File: src/hdl/movem_pkg.sv
// package: word layouts, sequencer states and timing table for the movem sequencer
package movem_pkg;

  localparam int unsigned IN_DATA_W  = 96;
  localparam int unsigned OUT_DATA_W = 88;
  localparam int unsigned REG_COUNT  = 16;

  // input word, first field in the highest bits
  typedef struct packed {
    logic [31:0] base_value;
    logic [31:0] effective_address;
    logic [15:0] register_mask;
    logic [15:0] opcode;
  } in_word_t;

  // result word, first field in the highest bits
  typedef struct packed {
    logic [3:0]  pad;
    logic [7:0]  cycles;
    logic [31:0] new_base;
    logic [2:0]  base_reg;
    logic        base_update;
    logic        use_saved_base;
    logic        word_sext;
    logic        long_size;
    logic        to_memory;
    logic [31:0] bus_address;
    logic [3:0]  reg_number;
  } out_word_t;

  typedef enum logic [1:0] {
    ST_IDLE,
    ST_WALK,
    ST_DIFF,
    ST_FINAL
  } seq_state_t;

  localparam logic [2:0] MODE_POSTINC = 3'd3;
  localparam logic [2:0] MODE_PREDEC  = 3'd4;
  localparam logic [2:0] MODE_EXT     = 3'd7;

  localparam int unsigned OP_LONG_BIT = 6;
  localparam int unsigned OP_LOAD_BIT = 10;

  // table base cycles by mode and direction; invalid combinations give 0
  function automatic logic [7:0] base_cycles(input logic [15:0] op);
    logic [2:0] mode;
    logic [2:0] rg;
    logic       load;
    logic [7:0] c;
    mode = op[5:3];
    rg   = op[2:0];
    load = op[OP_LOAD_BIT];
    c    = 8'd0;
    case (mode)
      3'd2:    c = load ? 8'd12 : 8'd8;
      3'd3:    c = load ? 8'd12 : 8'd0;
      3'd4:    c = load ? 8'd0  : 8'd8;
      3'd5:    c = load ? 8'd16 : 8'd12;
      3'd6:    c = load ? 8'd18 : 8'd14;
      MODE_EXT: begin
        case (rg)
          3'd0:    c = load ? 8'd16 : 8'd12;
          3'd1:    c = load ? 8'd20 : 8'd16;
          3'd2:    c = load ? 8'd16 : 8'd0;
          3'd3:    c = load ? 8'd18 : 8'd0;
          default: c = 8'd0;
        endcase
      end
      default: c = 8'd0;
    endcase
    return c;
  endfunction

endpackage

File: src/hdl/movem_register_list_sequencer_unit.sv
// top level: movem register list sequencer with one shared 32-bit adder
//
//  channel | dir | handshake          | payload
//  --------+-----+--------------------+-------------------------------------------
//  in_     | in  | in_tvalid/tready   | in_tdata: opcode, register_mask, ea, base
//  out_    | out | out_tvalid/tready  | out_tdata fields, out_tuser is_transfer,
//          |     |                    | out_tlast on the final word
//
// an instruction word is taken in idle, then the walk steps through the mask
// bits up to the highest set one, then ST_DIFF forms the displacement and
// ST_FINAL builds the final word; the single shared adder steps the address
// and forms new_base.
// reset (rst_n low, synchronous) returns to idle with no result pending.
// a stall on out_tready holds the walk at the next set bit; clear bits still
// advance while the output register is full.
module movem_register_list_sequencer_unit (
  input  logic                            clk,
  input  logic                            rst_n,
  input  logic                            in_tvalid,
  output logic                            in_tready,
  // opcode, register_mask, effective_address, base_value
  input  logic [movem_pkg::IN_DATA_W-1:0]  in_tdata,
  output logic                            out_tvalid,
  input  logic                            out_tready,
  // reg_number, bus_address, to_memory, long_size, word_sext, use_saved_base,
  // base_update, base_reg, new_base, cycles, zero pad
  output logic [movem_pkg::OUT_DATA_W-1:0] out_tdata,
  // is_transfer
  output logic                            out_tuser,
  output logic                            out_tlast
);
  import movem_pkg::*;

  localparam int unsigned POS_W = $clog2(REG_COUNT);

  seq_state_t state_r, state_nxt;

  in_word_t              in_w;
  logic [15:0]           op_r, op_nxt;
  logic [REG_COUNT-1:0]  mask_r, mask_nxt;
  logic [POS_W-1:0]      pos_r, pos_nxt;
  logic [31:0]           cur_r, cur_nxt;
  logic [31:0]           start_r, start_nxt;
  logic [31:0]           base_r, base_nxt;
  logic [7:0]            cyc_r, cyc_nxt;

  logic                  out_valid_r, out_valid_nxt;
  out_word_t             out_data_r, out_data_nxt;
  logic                  out_user_r, out_user_nxt;
  logic                  out_last_r, out_last_nxt;

  // shared adder
  logic [31:0] add_a, add_b, add_sum;
  logic        add_sub;

  logic        is_long, is_load, predec, postinc;
  logic        load_ok;
  logic [3:0]  reg_num;
  logic [31:0] step;

  assign in_w    = in_word_t'(in_tdata);
  assign is_long = op_r[OP_LONG_BIT];
  assign is_load = op_r[OP_LOAD_BIT];
  assign predec  = (op_r[5:3] == MODE_PREDEC);
  assign postinc = (op_r[5:3] == MODE_POSTINC);
  assign step    = {29'd0, is_long, ~is_long, 1'b0};
  assign load_ok = !out_valid_r || out_tready;

  // reversed register order only for predecrement stores
  assign reg_num = (!is_load && predec) ? 4'(~pos_r) : 4'(pos_r);

  assign add_sum = add_a + (add_sub ? ~add_b : add_b) + {31'd0, add_sub};

  always_comb begin
    state_nxt     = state_r;
    op_nxt        = op_r;
    mask_nxt      = mask_r;
    pos_nxt       = pos_r;
    cur_nxt       = cur_r;
    start_nxt     = start_r;
    base_nxt      = base_r;
    cyc_nxt       = cyc_r;
    out_valid_nxt = out_valid_r && !out_tready;
    out_data_nxt  = out_data_r;
    out_user_nxt  = out_user_r;
    out_last_nxt  = out_last_r;
    add_a         = cur_r;
    add_b         = step;
    add_sub       = predec;
    in_tready     = (state_r == ST_IDLE);

    case (state_r)
      ST_IDLE: begin
        if (in_tvalid) begin
          op_nxt    = in_w.opcode;
          mask_nxt  = in_w.register_mask;
          pos_nxt   = '0;
          cur_nxt   = in_w.effective_address;
          start_nxt = in_w.effective_address;
          base_nxt  = in_w.base_value;
          cyc_nxt   = base_cycles(in_w.opcode);
          state_nxt = (in_w.register_mask == '0) ? ST_DIFF : ST_WALK;
        end
      end
      ST_WALK: begin
        if (!mask_r[0] || load_ok) begin
          if (mask_r[0]) begin
            out_valid_nxt               = 1'b1;
            out_user_nxt                = 1'b1;
            out_last_nxt                = 1'b0;
            out_data_nxt                = '0;
            out_data_nxt.reg_number     = reg_num;
            out_data_nxt.bus_address    = cur_r;
            out_data_nxt.to_memory      = !is_load;
            out_data_nxt.long_size      = is_long;
            out_data_nxt.word_sext      = is_load && !is_long;
            out_data_nxt.use_saved_base = !is_load && predec &&
                                          (reg_num == {1'b1, op_r[2:0]});
            cur_nxt                     = add_sum;
            cyc_nxt                     = cyc_r + (is_long ? 8'd8 : 8'd4);
          end
          mask_nxt = mask_r >> 1;
          pos_nxt  = pos_r + POS_W'(1);
          if ((mask_r >> 1) == '0) begin
            state_nxt = ST_DIFF;
          end
        end
      end
      ST_DIFF: begin
        // displacement = current - start, kept in the address register
        add_a     = cur_r;
        add_b     = start_r;
        add_sub   = 1'b1;
        cur_nxt   = add_sum;
        state_nxt = ST_FINAL;
      end
      ST_FINAL: begin
        add_a   = base_r;
        add_b   = cur_r;
        add_sub = 1'b0;
        if (load_ok) begin
          out_valid_nxt            = 1'b1;
          out_user_nxt             = 1'b0;
          out_last_nxt             = 1'b1;
          out_data_nxt             = '0;
          out_data_nxt.base_update = predec || postinc;
          out_data_nxt.base_reg    = op_r[2:0];
          out_data_nxt.new_base    = add_sum;
          out_data_nxt.cycles      = cyc_r;
          state_nxt                = ST_IDLE;
        end
      end
      default: state_nxt = ST_IDLE;
    endcase
  end

  always_ff @(posedge clk) begin
    if (!rst_n) begin
      state_r     <= ST_IDLE;
      out_valid_r <= 1'b0;
    end else begin
      state_r     <= state_nxt;
      out_valid_r <= out_valid_nxt;
    end
  end

  always_ff @(posedge clk) begin
    op_r       <= op_nxt;
    mask_r     <= mask_nxt;
    pos_r      <= pos_nxt;
    cur_r      <= cur_nxt;
    start_r    <= start_nxt;
    base_r     <= base_nxt;
    cyc_r      <= cyc_nxt;
    out_data_r <= out_data_nxt;
    out_user_r <= out_user_nxt;
    out_last_r <= out_last_nxt;
  end

  assign out_tvalid = out_valid_r;
  assign out_tdata  = OUT_DATA_W'(out_data_r);
  assign out_tuser  = out_user_r;
  assign out_tlast  = out_last_r;

endmodule
File: config.mk
export PLATFORM = sky130hd
export DESIGN_NAME = movem_register_list_sequencer_unit
export DESIGN_NICKNAME = d
export VERILOG_FILES = /design/src/hdl/movem_pkg.sv /design/src/hdl/movem_register_list_sequencer_unit.sv
export SDC_FILE = /design/constraint.sdc
export NUM_CORES = 1
export LEC_CHECK = 0
export BUFFER_PORTS_ARGS = -buffer_cell sky130_fd_sc_hd__buf_2
export CAP_MARGIN = 25
export CORE_MARGIN = 2
export CORE_UTILIZATION = 57
export DETAILED_ROUTE_END_ITERATION = 8
export PLACE_DENSITY = 0.84
export SLEW_MARGIN = 30
export SYNTH_ARGS = -nofsm -noshare
export SYNTH_HDL_FRONTEND = slang
export SYNTH_SLANG_ARGS = --single-unit
File: constraint.sdc
create_clock -name clk -period 10.1 [get_ports clk]
set_input_delay 1.01 -clock clk [delete_from_list [all_inputs] [get_ports clk]]
set_output_delay 1.01 -clock clk [all_outputs]
set_load 0.005 [all_outputs]
### After elaboration in Yosys (flattened, before gate mapping)

Cells that the tools add are included.

| operators by class | value |
|---|---|
| add/subtract/negate cells | 4 |
| multiply operators | 0 |
| divide/modulo/power cells | 0 |
| $lt $le $gt $ge | 0 |
| eq/ne operators | 20 |
| shifts and indexed selects | 0 |
| multiplexer cells | 52 |
| bitwise operators | 3 |
| reductions and logical operators | 25 |

Operators with widths:

| cell | count |
|---|---|
| $mux W88 | 3 |
| $pmux W88 S2 | 1 |
| $mux W32 | 5 |
| $pmux W32 S3 | 1 |
| $pmux W32 S2 | 1 |
| $add A32 B1 Y32 | 1 |
| $add A32 B32 Y32 | 1 |
| $logic_not A16 Y1 | 2 |
| $mux W16 | 2 |
| $not A32 Y32 | 1 |
| $pmux W16 S2 | 1 |
| $pmux W5 S6 | 1 |
| $mux W4 | 6 |
| $mux W8 | 3 |
| $mux W5 | 4 |
| $pmux W5 S4 | 1 |
| $pmux W8 S2 | 1 |
| $reduce_and A4 Y1 | 4 |
| $eq A3 B2 Y1 const B | 5 |
| $eq A3 B3 Y1 const B | 5 |
| $mux W2 | 5 |
| $ne A2 B2 Y1 const B | 5 |
| $mux W1 | 9 |
| $add A8 B4 Y8 | 1 |
| other kinds (20) | 35 |

| word-level totals | value |
|---|---|
| register bits | 228 |
| bits in latches | 0 |
| RAM bits | 0 |
| ROM bits | 0 |
| input port bits | 100 |
| output and inout bits | 92 |
| word-level logic and storage cells | 126 |
| memories | 0 |

### Logic depth before layout (Yosys ltp)

Gate-level depths: netlist of run 1.

| depth | value |
|---|---|
| depth after elaboration | 9 |
| mapped depth | 17 |
| gate-level depth less buffers | 16 |

### Worst setup path before layout of run 1

OpenSTA, ideal clock, no wires.

| path | value |
|---|---|
| path kind | register -> register |
| start point | reg state_r[1] |
| end point | reg out_data_r (netlist bit out_tdata[0]), enable pin |
| library setup time | 0.646 ns |
| arrival | 7.158 ns |
| required time | 9.454 ns |
| path slack | 2.296 ns |
| cell stages (with the launch flop) | 7 |
| path buffers | 2 |
| clock period less this slack | 7.804 ns |
| path through | dfxtp_1 inv_1 ha_1 clkbuf_1 inv_1 clkbuf_1 o21ai_0 |

| between the ends | value |
|---|---|
| cells in the longest elaborated chain, start to end | 3 |
| elaborated cells on any way between the ends | 7 |
| those cells by class | eq/ne (5); reduce/logical (2) |

RTL lines:

| element | line | RTL |
|---|---|---|
| start, declared | movem_register_list_sequencer_unit.sv:36 | `seq_state_t state_r, state_nxt;` |
| start signal, assigned | movem_register_list_sequencer_unit.sv:162 | `state_r <= state_nxt;` |
| $eq A2 B1 Y1 / $eq A2 B2 Y1 (equally long branches) | movem_register_list_sequencer_unit.sv:92 | `case (state_r)` |
| $ne A2 B2 Y1 (no line) / $reduce_bool A2 Y1 (equally long branches) | n/a |  |
| $reduce_and A4 Y1 (no line) * | n/a |  |
| end signal, assigned | movem_register_list_sequencer_unit.sv:175 | `out_data_r <= out_data_nxt;` |
| end, declared | movem_register_list_sequencer_unit.sv:48 | `out_word_t out_data_r, out_data_nxt;` |

Mark *: on every way between the ends. The rest lies on a longest branch, timed or not.
A chain may end at the register's enable or synchronous reset.

### Final worst setup path of run 1

| path | value |
|---|---|
| start point | reg state_r[1] |
| end point | reg cur_r[28], data pin |

| between the ends | value |
|---|---|
| cells in the longest elaborated chain, start to end | 9 |
| elaborated cells on any way between the ends | 14 |
| those cells by class | add/sub (2); eq/ne (3); mux (7); bitwise (1); reduce/logical (1) |

RTL lines:

| element | line | RTL |
|---|---|---|
| $eq A2 B2 Y1 | movem_register_list_sequencer_unit.sv:92 |  |
| $pmux W32 S2 | movem_register_list_sequencer_unit.sv:92 |  |
| $not A32 Y32 | movem_register_list_sequencer_unit.sv:72 | `assign add_sum = add_a + (add_sub ? ~add_b : add_b) + {31'd0, add_sub};` |
| $mux W32 | movem_register_list_sequencer_unit.sv:72 |  |
| $add A32 B32 Y32 | movem_register_list_sequencer_unit.sv:72 |  |
| $add A32 B1 Y32 | movem_register_list_sequencer_unit.sv:72 |  |
| $mux W32 | movem_register_list_sequencer_unit.sv:107 | `if (mask_r[0]) begin` |
| $mux W32 | movem_register_list_sequencer_unit.sv:106 | `if (!mask_r[0] \|\| load_ok) begin` |
| $pmux W32 S3 * | movem_register_list_sequencer_unit.sv:92 |  |
| via cur_nxt[28] | movem_register_list_sequencer_unit.sv:42 | `logic [31:0] cur_r, cur_nxt;` |
| end signal, assigned | movem_register_list_sequencer_unit.sv:171 | `cur_r <= cur_nxt;` |
| end, declared | movem_register_list_sequencer_unit.sv:42 |  |

The timed path passes the listed nets; every way through them passes the cells marked *. The select of a mux whose other input is x is not followed.

==> impl_metrics.env, run 1 <==
export IMPL_crit_type="reg -> reg"
export IMPL_fmax_ghz=0.1937
export IMPL_clk_pin_slew_ns=0.06
export IMPL_async_flop_share_pct=0
export IMPL_vias_per_cell=5.729
export IMPL_grt_pass1_wl_um=38680
export IMPL_grt_usage_pct=23.77
export IMPL_drc=0
export IMPL_die_h_um=144.3
export IMPL_synth_edf_count=216
export IMPL_drt_iter0_drc=515
export IMPL_initial_core_util_pct=57.80
export IMPL_numPortBuffers=178
export IMPL_fill_cells=1385
export IMPL_cts_buffers=24
export IMPL_dieWidth_um=144.3
export IMPL_fin_crit_ns=5.161
export IMPL_antenna_found_initial=2
export IMPL_cts_setup_buffers=0
export IMPL_finalSetupViolCount=0
export IMPL_nets=1183
export IMPL_hold_viol=0
export IMPL_yosys_warnings=0
export IMPL_routed_wl_um=25030
export IMPL_cp_max_fo=16
export IMPL_final_seq_area_mm2=0.006546
export IMPL_overflow=0
export IMPL_die_area_mm2=0.02081
export IMPL_clk_latency_ns=0.51
export IMPL_finalClockSkew_ns=0.008783
export IMPL_setup_worst_path_start_class="flip-flop"
export IMPL_status="completed"
export IMPL_power_leakage_nw=5.027
export IMPL_gp_congestion=0.8951
export IMPL_synth_flop_cell="edfxtp_1"
export IMPL_htreeDepth=1
export IMPL_worst_slew_pin_slew_ns=0.7446
export IMPL_netlist_top_cells_area="edfxtp_1, mux2_2, ha_1"
export IMPL_ios=192
export IMPL_seq_area_frac_synth_pct=58.38
export IMPL_synth_top_cell_by_area="edfxtp_1"
export IMPL_cp_required_ns=10.36
export IMPL_layout_drive_gt1_share_pct=28.21
export IMPL_hpwl_um=17100
export IMPL_syn_inst=871
export IMPL_dr_pass1_iters=5
export IMPL_fin_crit_sh_pct=51.10
export IMPL_synth_area_mm2=0.01121
export IMPL_arrival_ns=5.43
export IMPL_yosysUniqueCellTypes=68
export IMPL_grt_max_degree=65
export IMPL_ys_ff_latch=219
export IMPL_crit_path_end_kind="flip-flop"
export IMPL_post_dp_cell_area_mm2=0.01241
export IMPL_timing_setup_tns_ns=0
export IMPL_multi_input_area_mm2=0.004487
export IMPL_cts_root_buf="clkbuf_16"
export IMPL_synth_top_area_share_pct=57.84
export IMPL_numClockSinks=219
export IMPL_syn_avg_cell_area_um2=12.87
export IMPL_p_per_area_mw_per_mm2=386.9
export IMPL_cap_violations=0
export IMPL_grt_pass1_vias=7490
export IMPL_clk_path_buf_depth=3
export IMPL_core_mm2=0.01940
export IMPL_post_drt_wl_per_cell_um=18.88
export IMPL_finalInstanceArea_mm2=0.01321
export IMPL_max_vdd_ir_drop_v=0.0002430
export IMPL_cts_resized=0
export IMPL_slew_viol_final=0
export IMPL_slew_headroom_pct=50.36
export IMPL_cts_hold_buf=0
export IMPL_num_rows=51
export IMPL_syn2layout_area_growth_pct=17.77
export IMPL_cts_tree="yes"
export IMPL_rsz0062_at_grt="no"
export IMPL_hold_path_class="reg -> reg"
export IMPL_via_count=7596
export IMPL_detail_route_antenna_nets=0
-- cell families after synthesis --
logic type | share of synthesized area, %
AO/OA/AOI/OAI | 11.25
XOR/XNOR | 5.546
adder cells (fa/ha/maj) | 4.709
buffers and inverters | 2.399
flip-flops | 58.38
multiplexers | 6.528
other | 0.03344
AND/OR/NAND/NOR | 11.16
-- cell usage in the layout (no fill, tap or decap), drive strengths merged, types with 5 or more instances in the layout --
| master | synthesis | final |
|---|---|---|
| ha | 39 | 39 |
| o21bai | 9 | 9 |
| edfxtp | 216 | 216 |
| xor2 | 19 | 19 |
| nor2 | 59 | 59 |
| mux2 | 62 | 62 |
| and3 | 8 | 8 |
| o21ai | 19 | 19 |
| nor2b | 41 | 41 |
| and2 | 41 | 41 |
| nor4 | 7 | 7 |
| buf | 21 | 189 |
| a21oi | 39 | 39 |
| nand4 | 10 | 10 |
| a22oi | 30 | 30 |
| nor3 | 13 | 13 |
| a211oi | 5 | 5 |
| conb | 1 | 5 |
| clkinv | 0 | 9 |
| clkbuf | 27 | 31 |
| xnor2 | 52 | 52 |
| a21o | 28 | 28 |
| nand2 | 32 | 32 |
| nand3 | 9 | 9 |
| inv | 15 | 15 |
| o31ai | 6 | 6 |
-- sequential cells by signal, summed over array words and instances (netlist names) --
name,flops
cyc_r,7
out_tlast,1
pos_r,4
out_tuser,1
op_r,8
base_r,32
mask_r,16
state_r,2
cur_r,32
out_tvalid,1
start_r,32
out_tdata,83
-- final timing paths --
path                                  from             to  slack (ns)  cells past startpoint
worst max-delay path            state_r[1]      cur_r[28]        4.94                     14
worst min-delay path              cyc_r[2]  out_tdata[78]        0.57                      1
worst max register to register  state_r[1]      cur_r[28]        4.94                     14
worst min register to register    cyc_r[2]  out_tdata[78]        0.57                      1
-- through the flow --
step	worst slack, ns	cells	total power (W)	hold WS (ns)	util, %
after global routing	4.726	1326	0.005453	0.5701	68.08
after global placement	5.084	1279	0.004132	0.5381	63.75
after CTS	4.990	1325	0.005111	0.5624	68.01
after detailed placement	5.025	1281	0.004221	0.5492	63.98
final	4.939	1326	0.005109	0.5670	68.08
after floorplan	2.296	875	0.003551	0.4908	-
-- report_power, final --
group	internal, W	switching, W	leakage, nW	total, W
registers	0.00150	0.000148	2.09	0.00165
logic	0.00108	0.00152	2.56	0.00259
clock network	0.000527	0.000342	0.377	0.000869
-- final cells by class --
cell class | count | share of cell area [%]
Antenna cell | 1 | 0.01895
Sequential cell | 219 | 49.57
Clock buffer | 31 | 4.908
Inverter | 15 | 0.4263
Clock inverter | 13 | 1.014
Multi-Input combinational cell | 593 | 33.97
Tap cell | 265 | 2.511
Timing Repair Buffer | 189 | 7.579
-- routing by layer --
layer | GRT usage, % | share of wire [%] | up-vias
met1 | 30.84 | 43 | 3696
li1 | - | - | 3602
met5 | 0 | 0 | -
met3 | 3.907 | 5.4 | 37
met4 | 6.234 | 1.9 | 0
met2 | 41.78 | 50 | 261
-- synth_stat cells, types with 3 or more instances --
| cell | number |
|---|---|
| a211oi_1 | 4 |
| a21boi_0 | 3 |
| a21o_1 | 28 |
| a21oi_1 | 38 |
| a22oi_1 | 30 |
| and2_1 | 41 |
| and3_1 | 8 |
| buf_1 | 9 |
| buf_2 | 5 |
| buf_4 | 7 |
| clkbuf_1 | 27 |
| dfxtp_1 | 3 |
| edfxtp_1 | 216 |
| ha_1 | 39 |
| inv_1 | 15 |
| mux2_2 | 61 |
| mux2i_1 | 3 |
| nand2_1 | 32 |
| nand3_1 | 9 |
| nand4_1 | 10 |
| nor2_1 | 59 |
| nor2b_1 | 41 |
| nor3_1 | 13 |
| nor4_1 | 7 |
| o2111ai_1 | 3 |
| o21a_1 | 4 |
| o21ai_0 | 15 |
| o21ai_1 | 4 |
| o21bai_1 | 9 |
| o22ai_1 | 3 |
| o31ai_1 | 6 |
| or3_1 | 4 |
| xnor2_1 | 52 |
| xor2_1 | 19 |
-- worst max-delay path, stage by stage, from the launching register on --
cell	delay, ns
dfxtp_1	0.55
ha_1	0.72
buf_4	0.37
o21a_1	0.49
a22oi_1	0.17
xor2_1	0.18
ha_1	0.35
and3_1	0.20
a221o_1	0.40
a221o_4	0.44
a21boi_4	0.25
o2111ai_1	0.17
a21oi_1	0.22
xnor2_1	0.12
mux2_4	0.27
Note: power is estimated with default switching activity, not from simulation.
==> run 2: changes to the inputs <==
Clock period 10.1 ns to 5.2 ns, I/O delays scaled along.
==> run 2 against run 1 <==
Net effect:
- power up 93%
- design area about the same
- cell count grew 0.60%
- flip-flop and latch count is the same
- worst hold slack worse by 0.39 ns
- utilization about the same
- sequential share of layout area is essentially flat
- via count rose by 1.2%
- largest power group unchanged
- die area did not move
==> impl_metrics.env, run 2 (synthesized netlist as in run 1, its figures left out) <==
export IMPL_status="completed"
export IMPL_setup_ws_ns=0.4982
export IMPL_final_common_cell="edfxtp_1"
export IMPL_cp_max_fo=23
export IMPL_dr_pass1_iters=5
export IMPL_power_leakage_nw=5.051
export IMPL_numPortBuffers=178
export IMPL_r2r_cells=15
export IMPL_fin_crit_sh_pct=90.42
export IMPL_htreeDepth=1
export IMPL_grt_pass1_wl_um=38900
export IMPL_dieWidth_um=144.3
export IMPL_drt_iter0_drc=672
export IMPL_initial_core_util_pct=57.80
export IMPL_gp_congestion=0.9044
export IMPL_cp_required_ns=5.45
export IMPL_multi_input_area_mm2=0.004474
export IMPL_nets=1192
export IMPL_cts_root_buf="clkbuf_16"
export IMPL_dp_slack_ns=0.6374
export IMPL_cts_tree="yes"
export IMPL_clk_pin_slew_ns=0.06
export IMPL_finalSetupViolCount=0
export IMPL_fmax_ghz=0.2127
export IMPL_die_h_um=144.3
export IMPL_rsz0062_at_grt="no"
export IMPL_drc=0
export IMPL_grt_pass1_vias=7513
export IMPL_core_mm2=0.01940
export IMPL_slew_headroom_pct=42.69
export IMPL_antenna_found_initial=0
export IMPL_clk_latency_ns=0.52
export IMPL_post_drt_wl_per_cell_um=18.90
export IMPL_num_rows=51
export IMPL_ios=192
export IMPL_timing_setup_tns_ns=0
export IMPL_arrival_ns=4.95
export IMPL_placed_cells=1289
export IMPL_cts_buffers=24
export IMPL_max_vdd_ir_drop_v=0.0003513
export IMPL_ff2ff_setup_slack_ns=0.50
export IMPL_cap_violations=0
export IMPL_layout_drive_gt1_share_pct=29.19
export IMPL_largest_register_ffs=83
export IMPL_grt_use_met1_pct=31.71
export IMPL_p_per_area_mw_per_mm2=747.7
export IMPL_detail_route_antenna_nets=0
export IMPL_syn2layout_area_growth_pct=17.85
export IMPL_hold_slack_ns=0.1773
export IMPL_crit_type="reg -> reg"
export IMPL_setup_worst_path_start_class="flip-flop"
export IMPL_grt_util_met3_pct=3.808
export IMPL_crit_path_end_kind="flip-flop"
export IMPL_use_met2_pct=41.38
export IMPL_finalClockSkew_ns=0.02046
export IMPL_cts_resized=0
export IMPL_overflow=0
export IMPL_finalPower_w=0.009881
export IMPL_cts_setup_buffers=0
export IMPL_final_cell_mix="edfxtp_1, buf_2, mux2_2"
export IMPL_hpwl_um=17310
export IMPL_grt_busiest_layer="met2"
export IMPL_final_seq_area_mm2=0.006546
export IMPL_antenna_cells=0
export IMPL_r2r_start="state_r[0]"
export IMPL_via_count=7686
export IMPL_grt_usage_pct=23.92
export IMPL_stdcell_count=1334
export IMPL_worst_slew_pin_slew_ns=0.8564
export IMPL_vias_per_cell=5.762
export IMPL_clk_path_buf_depth=3
export IMPL_slew_viol_final=0
export IMPL_hold_path_class="in -> reg"
export IMPL_fin_crit_ns=4.702
export IMPL_fill_cells=1419
export IMPL_die_area_mm2=0.02081
export IMPL_routed_wl_um=25220
export IMPL_grt_max_degree=62
export IMPL_numClockSinks=219
export IMPL_hold_viol=0
export IMPL_cts_hold_buf=0
export IMPL_crit_end="cur_r[29]"
export IMPL_rr_endpoint="cur_r[29]"
export IMPL_crit_start="state_r[0]"
-- run 2: critical path, cell delays in order (launching register included) --
cell and delay, ns:
dfxtp_1 0.46, inv_1 0.17, ha_1 0.36, nor2_2 0.16, buf_4 0.32, nor2_1 0.10, xnor2_1 0.14, ha_1 0.39
a21oi_1 0.22, o21ai_1 0.14, a2111oi_0 0.63, nor2_1 0.18, o41ai_4 0.53, o21ai_1 0.16, xnor2_1 0.18, mux2_2 0.29
-- run 2: final cells by class --
type | count | area share, %
well taps | 265 | 2.509
clock inverters | 16 | 0.7006
flip-flops and latches | 219 | 49.54
clock buffers | 28 | 4.819
multi-input cells | 593 | 33.86
inverters | 15 | 0.4261
repair buffers | 198 | 8.152
-- run 2: power breakdown --
group,switching [W],internal (W),leakage [nW]
Clock,0.000685,0.000882,0.353
Combinational,0.00299,0.00213,2.61
Sequential,0.000289,0.00291,2.09
Total,0.00396,0.00592,5.05
-- run 2: worst min path at each step --
stage	from	to	slack, ns	cells after the start
3_3_place_gp	state_r[0]	state_r[0]	0.55	2
2_1_floorplan	state_r[0]	state_r[0]	0.49	2
5_1_grt	in_tdata[64]	base_r[0]	0.16	1
3_5_place_dp	state_r[0]	state_r[0]	0.56	2
4_1_cts	in_tdata[93]	base_r[29]	0.16	1
6_report	in_tdata[93]	base_r[29]	0.18	1
-- run 2: per-stage QoR --
stage | area (um2) | utilization (%)
floorplan | 11230 | -
global placement | 12450 | 64.16
detailed placement | 12470 | 64.31
CTS | 13200 | 68.07
global route | 13220 | 68.12
finish | 13220 | 68.12
-- run 2: metal layers --
metal / vias to the layer above / wire length [um]
met4: 0 / 567
li1: 3625 / -
met1: 3716 / 10680
met3: 47 / 1624
met2: 298 / 12350
met5: - / 0
==> run 3: changes to the inputs <==
Settings changed: ABC_AREA from default to 1.
==> run 3 against run 2 <==
Net effect:
- via count is 16% higher
- critical path depth down 1
- power down 5.2%
- area after synthesis is 0.70% higher
- sequential power decreased by 2%
- die area up 0.68%
- flip-flop and latch count unchanged
- non-clock buffer count decreased by 7
- synthesized cell count rose by 34%
- largest cell class unchanged
==> impl_metrics.env, run 3 <==
export IMPL_vias_per_cell=5.492
export IMPL_drt_met1_wl_um=11800
export IMPL_dieWidth_um=144.8
export IMPL_cp_depth=14
export IMPL_cp_slowest_cell="clkinv_2"
export IMPL_hold_path_class="in -> reg"
export IMPL_fill_cells=1476
export IMPL_finalPower_w=0.009367
export IMPL_crit_path_end_kind="flip-flop"
export IMPL_hold_depth=1
export IMPL_detail_route_antenna_nets=0
export IMPL_initial_core_util_pct=58.02
export IMPL_synth_top_area_share_pct=57.44
export IMPL_clk_path_buf_depth=3
export IMPL_synth_top_cell_by_area="edfxtp_1"
export IMPL_numPortBuffers=178
export IMPL_seq_area_frac_synth_pct=57.97
export IMPL_hold_slack_ns=0.1666
export IMPL_yosysMostFrequentCell="nand2_1"
export IMPL_syn_inst=1170
export IMPL_status="completed"
export IMPL_crit_type="reg -> reg"
export IMPL_met3_length_um=1836
export IMPL_clk_pin_slew_ns=0.06
export IMPL_cts_hold_buf=0
export IMPL_wl_met2_um=13540
export IMPL_numClockSinks=219
export IMPL_fmax_ghz=0.2356
export IMPL_timing_setup_tns_ns=0
export IMPL_cp_cell_sequence="ha_2 > clkinv_2 > o21ai_0 > nand2_1 > xnor2_1 > ha_1 > a21oi_1 > o21ai_0 > a21oi_1 > nor2_1 > a211oi_1 > nand3_1 > nand2_1 > nor2_1"
export IMPL_setup_worst_path_start_class="flip-flop"
export IMPL_num_rows=51
export IMPL_multi_input_area_mm2=0.004138
export IMPL_die_h_um=144.8
export IMPL_cts_buffers=24
export IMPL_cts_tree="yes"
export IMPL_htreeDepth=1
export IMPL_antenna_found_initial=0
export IMPL_yosysUniqueCellTypes=40
export IMPL_netlist_top_cells_area="edfxtp_1, nand2_1, o21ai_0"
export IMPL_synth_area_mm2=0.01129
export IMPL_top_layer="met4"
export IMPL_core_mm2=0.01946
export IMPL_fin_crit_sh_pct=81.61
export IMPL_arrival_ns=4.47
export IMPL_hold_viol=0
export IMPL_rsz0062_at_grt="no"
export IMPL_grt_pass1_vias=8813
export IMPL_layout_drive_gt1_share_pct=18.32
export IMPL_max_vdd_ir_drop_v=0.0004115
export IMPL_dr_pass1_iters=5
export IMPL_path_buf_inv=1
export IMPL_synth_flop_cell="edfxtp_1"
export IMPL_antenna_cells=0
export IMPL_syn_avg_cell_area_um2=9.651
export IMPL_worst_slew_pin_slew_ns=0.9059
export IMPL_cap_violations=0
export IMPL_cts_root_buf="clkbuf_16"
export IMPL_fin_crit_ns=4.244
export IMPL_grt_usage_pct=26.42
export IMPL_final_cell_mix="nand2_1, edfxtp_1, buf_2"
export IMPL_cts_resized=0
export IMPL_nets=1489
export IMPL_finalInstanceArea_mm2=0.01323
export IMPL_largest_register_ffs=83
export IMPL_via_count=8952
export IMPL_cp_max_fo=51
export IMPL_die_area_mm2=0.02095
export IMPL_async_flop_share_pct=0
export IMPL_final_common_cell="nand2_1"
export IMPL_slew_viol_final=0
export IMPL_cp_required_ns=5.43
export IMPL_slew_headroom_pct=39.52
export IMPL_hpwl_um=19520
export IMPL_finalClockSkew_ns=0.02501
export IMPL_drt_iter0_drc=741
export IMPL_routed_wl_um=27710
export IMPL_post_dp_cell_area_mm2=0.01249
export IMPL_synth_edf_count=216
export IMPL_grt_max_degree=77
export IMPL_ios=192
export IMPL_r2r_cells=14
export IMPL_post_drt_wl_per_cell_um=17.00
export IMPL_grt_pass1_wl_um=42900
export IMPL_power_leakage_nw=5.614
export IMPL_finalSetupViolCount=0
export IMPL_yosys_warnings=0
export IMPL_gp_congestion=0.9787
export IMPL_path_delay_family="compound AO/OA/AOI/OAI gates"
export IMPL_ys_top_cells_by_count="nand2_1, edfxtp_1, nor2_1"
export IMPL_final_seq_area_mm2=0.006546
export IMPL_critPathMaxStageDelay_ns=0.58
export IMPL_ys_ff_latch=219
export IMPL_overflow=0
export IMPL_syn2layout_area_growth_pct=17.12
export IMPL_drc=0
export IMPL_cts_setup_buffers=0
export IMPL_clk_latency_ns=0.53
export IMPL_p_per_area_mw_per_mm2=708.2
[run 3: worst reg2reg max path, stage by stage, from the launching register on]
cell      delay [ns]
dfxtp_1         0.50
ha_2            0.27
clkinv_2        0.58
o21ai_0         0.40
nand2_1         0.09
xnor2_1         0.15
ha_1            0.35
a21oi_1         0.24
o21ai_0         0.25
a21oi_1         0.36
nor2_1          0.08
a211oi_1        0.36
nand3_1         0.17
nand2_1         0.11
nor2_1          0.05
[run 3: logic make-up (layout without fill, tap and decap cells)]
| kind of cell | after synthesis | after routing | share of synthesized area (%) |
|---|---|---|---|
| AOI/OAI and AO/OA | 206 | 206 | 10.09 |
| buffers and inverters | 167 | 358 | 5.751 |
| and+or+nand+nor | 480 | 480 | 17.13 |
| DFF | 219 | 219 | 57.97 |
| other | 1 | 5 | 0.03321 |
| adders and majority gates | 41 | 41 | 4.676 |
| xor gates and xnor gates | 56 | 56 | 4.343 |
[run 3: metrics by stage]
step	cells	worst slack (ns)	utilization, %
floorplan	1174	1.932	-
global placement	1586	1.230	63.99
detailed placement	1587	1.095	64.18
CTS	1630	1.060	67.95
global route	1630	0.6327	67.95
finish	1630	0.9562	67.95
[run 3: per-layer routing]
| layer | vias to the layer above | global-route usage [%] |
|---|---|---|
| li1 | 4313 | - |
| met1 | 4213 | 34.51 |
| met2 | 376 | 45.48 |
| met3 | 50 | 4.212 |
| met4 | 0 | 8.329 |
| met5 | - | 0 |
[run 3: layout make-up]
cell class | count | share of cell area [%]
sequential | 219 | 49.50
multi-input combinational | 788 | 31.29
timing repair buffer | 191 | 7.625
clock buffer | 28 | 4.655
inverter | 124 | 3.538
tap | 265 | 2.507
clock inverter | 15 | 0.8893
[run 3: power by group]
group / total, W / switching (W) / internal (W)
logic: 0.00463 / 0.00312 / 0.00151
clock network: 0.00158 / 0.000681 / 0.000901
registers: 0.00315 / 0.000240 / 0.00291
[run 3: path summary, 6_finish.rpt]
check,slack (ns),endpoint,start
max,0.96,out_tdata[71],state_r[1]
min reg2reg,0.54,out_tdata[83],cyc_r[7]
max reg2reg,0.96,out_tdata[71],state_r[1]
min,0.17,base_r[26],in_tdata[90]
